### config.mk
export PLATFORM = sky130hd
export DESIGN_NAME = pcs_ram
export DESIGN_NICKNAME = d
export VERILOG_FILES = /design/src/rtl/pcs_ram.sv
export SDC_FILE = /design/constraint.sdc
export NUM_CORES = 1
export LEC_CHECK = 0
export ABC_AREA = 1
export BUFFER_PORTS_ARGS = -buffer_cell sky130_fd_sc_hd__buf_2
export CAP_MARGIN = 20
export CORE_MARGIN = 2
export CORE_UTILIZATION = 68
export CTS_BUF_LIST = sky130_fd_sc_hd__clkbuf_4
export CTS_CLUSTER_SIZE = 30
export DETAILED_ROUTE_END_ITERATION = 8
export PLACE_DENSITY = 0.87
export REMOVE_ABC_BUFFERS = 1
export SLEW_MARGIN = 20
export SYNTH_ARGS = -nofsm -noshare
export SYNTH_HDL_FRONTEND = slang
export SYNTH_SLANG_ARGS = --single-unit
### constraint.sdc
create_clock -name i_clk -period 1.8 [get_ports i_clk]
set_clock_uncertainty 0.1 [all_clocks]
set_input_delay 0.09 -clock i_clk [delete_from_list [all_inputs] [get_ports i_clk]]
set_output_delay 0.09 -clock i_clk [all_outputs]
set_load 0.02 [all_outputs]
### src/rtl/pcs_ram.sv
// Generic single-port-write, single-port-read RAM with registered read data.
module pcs_ram #(
    parameter int WIDTH = 8,
    parameter int DEPTH = 16
) (
    input  logic                     i_clk,
    input  logic                     i_we,
    input  logic [$clog2(DEPTH)-1:0] i_waddr,
    input  logic [WIDTH-1:0]         i_wdata,
    input  logic                     i_re,
    input  logic [$clog2(DEPTH)-1:0] i_raddr,
    output logic [WIDTH-1:0]         o_rdata
);

    logic [WIDTH-1:0] r_mem [DEPTH];
    logic [WIDTH-1:0] r_rdata;

    always_ff @(posedge i_clk) begin
        if (i_we) begin
            r_mem[i_waddr] <= i_wdata;
        end
        if (i_re) begin
            r_rdata <= r_mem[i_raddr];
        end
    end

    assign o_rdata = r_rdata;

endmodule

Word-level counts from Yosys, hierarchy flattened. Memory sizes are Yosys's and may differ from the RTL's. A register that Yosys moved wholly into a read port is not among the register bits. Cells that the tools add are included. Widths: inputs -> output; s select.

Register bits: 0. Memory bits (writable): 128. Input bits: 19. Logic and storage cells: 3. Memories kept: 1.

Muxes and demuxes: 2.

Memory list: r_mem (words 16, bits a word 8, read ports 1, clocked after memory_dff 1, write ports 1, RTL line 15) `logic [WIDTH-1:0] r_mem [DEPTH];`.

Operator list (count): $mux 1 (2).

Logic depth before layout (Yosys ltp).
Depth after elaboration: 2. Mapped depth: 8. Mapped depth without buffers: 7.

Worst setup path after synthesis. OpenSTA, ideal clock, no wires.

Path type: input to register. Start point: input i_waddr[2]. End point: memory r_mem[10][0] (enable). Setup time: 370 ps. Data arrival time: 671 ps. Data required time: 1330 ps. Setup slack: 659 ps. Stages on the path: 2. Cells stage by stage: nand3b_1 -> nor2_1.

RTL lines: start: declaration (RTL line 8) `input logic [$clog2(DEPTH)-1:0] i_waddr,`; end: declaration (RTL line 15).

Straight into the memory's write port.

Worst setup path in the final report.
Start point: register r_rdata[4] (netlist: o_rdata[4]), read port of r_mem. End point: output o_rdata[4].

RTL lines: start: declaration (RTL line 16) `logic [WIDTH-1:0] r_rdata;`; end: declaration (RTL line 12) `output logic [WIDTH-1:0] o_rdata`.

No word-level cell between the ends.

==> summary.md <==
| Metric | Value |
|---|---|
| Status | complete, no violations |
| Critical path class | flop to primary output |
| Leak pwr | 2.84 nW |
| R2R setup slack | 0.52 ns |
| Maximum fanout along the worst path | 1 |
| Post-synth top area share | 69.8% |
| Count of input and output buffers | 26 |
| Min cycle time layout | 1.31 ns |
| Critical path startpoint | o_rdata[4] |
| # DRC | 0 |
| Vias in the first global route | 4153 |
| Placer Congestion | 0.888 |
| Largest net degree at the start of global routing | 65 |
| Fmax | 0.762 GHz |
| HP Class | input port to flop |
| Top-count cell post-synth | nand2_1 |
| Final ANT Viol Nets | 0 |
| Met3 wire len | 1.35 mm |
| P_int | 0.00481 W |
| Syn Std Cell Area | 5850 µm² |
| TritonCTS clock tree | yes |
| IO Pins | 27 |
| Stages on the worst setup path | 1 |
| Buffers plus inverters on the worst setup path | 1 |
| First-pass iteration count of the detailed router | 5 |
| Clock latency on the worst-skew pair | 0.52 ns |
| Worst slew pin tran | 0.660 ns |
| Clock buffer depth | 2 |
| Final wirelength | 13.1 mm |
| Final period util | 72.9% |
| Core area | 8260 µm² |
| CP startpoint kind | flop |
| Routed met2 length | 6.57 mm |
| # setup viols final | 0 |
| Most frequent cells after synthesis | nand2_1, edfxtp_1, inv_1 |
| Effective utilization at floorplan | 70.8% |
| Post-CTS Resized | 0 |
| Dominant cell type by area after synthesis | edfxtp_1 |
| Root Driver | clkbuf_4 |
| Sequential share of the synthesized area | 69.8% |
| Synth Area per Inst | 10.6 µm² |
| Max cap viols | 0 |
| Total GRT Usage | 29.9% |
| Area after DPL | 6100 µm² |
| Crit. End Element | primary output |
| EDFF count, synth | 136 |
| CP Cell Sequence | buf_2 |
| Ys Warns | 0 |
| Clk slew on worst S/H paths | 0.12 ns |
| Switching power total | 0.00148 W |
| Vias per cell | 5.79 |
| Global-route wire length before repair | 21.1 mm |
| HPWL Detailed | 7.97 mm |
| Clock sink count | 136 |
| CTS buffer count | 17 |
| Slew Viols, Final | 0 |
| Combinational share of power | 7.4% |
| Die area | 9360 µm² |
| Post-route met1 wirelength | 4.89 mm |
| Worst-case reg-to-reg path depth | 6 |
| RSZ-0062 raised after global routing | no |
| DR top layer | met4 |
| Site Rows | 33 |
| Synth-to-layout area growth | 11.7% |
| Top cells by area, synth | edfxtp_1, nand2_1, nand3_1, inv_1, buf_6 |
| Setup crit end | o_rdata[4] |
| Initial DRC Count | 569 |
| Worst vdd ir | 0.667 mV |
| Sequential power share | 57.0% |
| DR WL/cell | 18.3 µm |
| RR Endpoint | o_rdata[7] |
| CP max stage cell | edfxtp_1 |
| Via count | 4160 |
| Endpoints failing hold | 0 |
| Design area | 6530 µm² |
| Share of flip-flops with an asynchronous set or reset | 0% |
| Initial antenna violation count | 1 |
| Final TNS setup | 0 ns |
| Critical Path AT | 1.12 ns |
| Yosys reg bits | 136 |
| WP data required | 1.61 ns |
| Layout cells sized above 1 | 12.4% |
| Yosys cell types | 11 |
| Die Y | 96.7 µm |
| Synth Flop Type | edfxtp_1 |
| H-tree depth | 4 |
| Clk pwr share | 35.6% |
| Sw Share | 23.6% |
| CP top delay family | flip-flops |
| DIE WIDTH | 96.7 µm |
| Total gr overflow | 0 |
| Slew HR | 55.8% |
| Crit path largest cell delay | 0.42 ns |
| FF-to-FF Start | r_mem[1][7] |
| Layout Nets | 619 |
| Power density over the cells | 962 nW/µm² |
| Cells after Synth | 551 |
[logic make-up after synthesis]
family,after synthesis,synth area share [%]
buf+inv,126,9.39
flops,136,69.8
simple gates,289,20.8
[flip-flops by register name, indices dropped and copies added, names as in the netlist]
register / count
r_mem: 128
o_rdata: 8
[per-stage QoR]
| stage | worst slack, ns | util [%] | hold WS, ns | power, W | std cells |
|---|---|---|---|---|---|
| after floorplan | 0.489 | - | 0.0889 | 0.00386 | 527 |
| after global placement | 0.281 | 73.9 | 0.357 | 0.00407 | 676 |
| after detailed placement | 0.266 | 73.9 | 0.365 | 0.00409 | 676 |
| after CTS | 0.462 | 79.1 | 0.0205 | 0.00628 | 718 |
| after global routing | 0.409 | 79.1 | 0.0193 | 0.00648 | 719 |
| final | 0.487 | 79.1 | 0.0594 | 0.00629 | 719 |
[placed cells by master, fill, tap and decap left out, drive strengths merged]
cell and n:
bufinv 4, nor2 17, buf 44, clkbuf 17, dlygate4sd3 10, edfxtp 136
diode 1, nand2 173, clkinv 7, inv 104, nand3b 2, clkinvlp 2
nand3 97
[power by group through the flow]
stage          logic, W  registers, W  clock network (W)
3_3_place_gp   0.000420       0.00365                  0
2_1_floorplan  0.000191       0.00367                  0
3_5_place_dp   0.000436       0.00365                  0
5_1_grt        0.000507       0.00359            0.00239
4_1_cts        0.000459       0.00358            0.00224
6_report       0.000465       0.00358            0.00224
[how the worst min path moves through the flow]
| stage | endpoint | slack, ns | from | depth (start not counted) |
|---|---|---|---|---|
| 3_3_place_gp | o_rdata[7] | 0.36 | i_re | 1 |
| 3_5_place_dp | o_rdata[7] | 0.36 | i_re | 1 |
| 4_1_cts | o_rdata[4] | 0.02 | i_raddr[2] | 4 |
| 5_1_grt | o_rdata[0] | 0.02 | i_raddr[2] | 4 |
| 6_report | o_rdata[3] | 0.06 | i_raddr[2] | 4 |
| 2_1_floorplan | r_mem[0][0] | 0.09 | i_wdata[0] | 0 |
[layer usage]
| metal | GRT usage [%] | up-vias |
|---|---|---|
| li1 | - | 1885 |
| met1 | 38.5 | 1961 |
| met2 | 49.0 | 280 |
| met3 | 8.09 | 34 |
| met4 | 11.9 | 0 |
| met5 | 0 | - |
[cell type report]
cell class,count,area (µm²)
Clock inverter,15,200
Tap cell,105,131
Antenna cell,1,2.50
Inverter,102,383
Sequential cell,136,4080
Timing Repair Buffer,54,390
Fill cell,482,1730
Multi-Input combinational cell,289,1210
Clock buffer,17,128
[what timing repair did]
item,4_1_cts,5_1_grt
hold buffers,10,0
setup buffers,0,0
hold endpoints to repair,144,0
No activity file was read; power rests on OpenSTA's default activity.
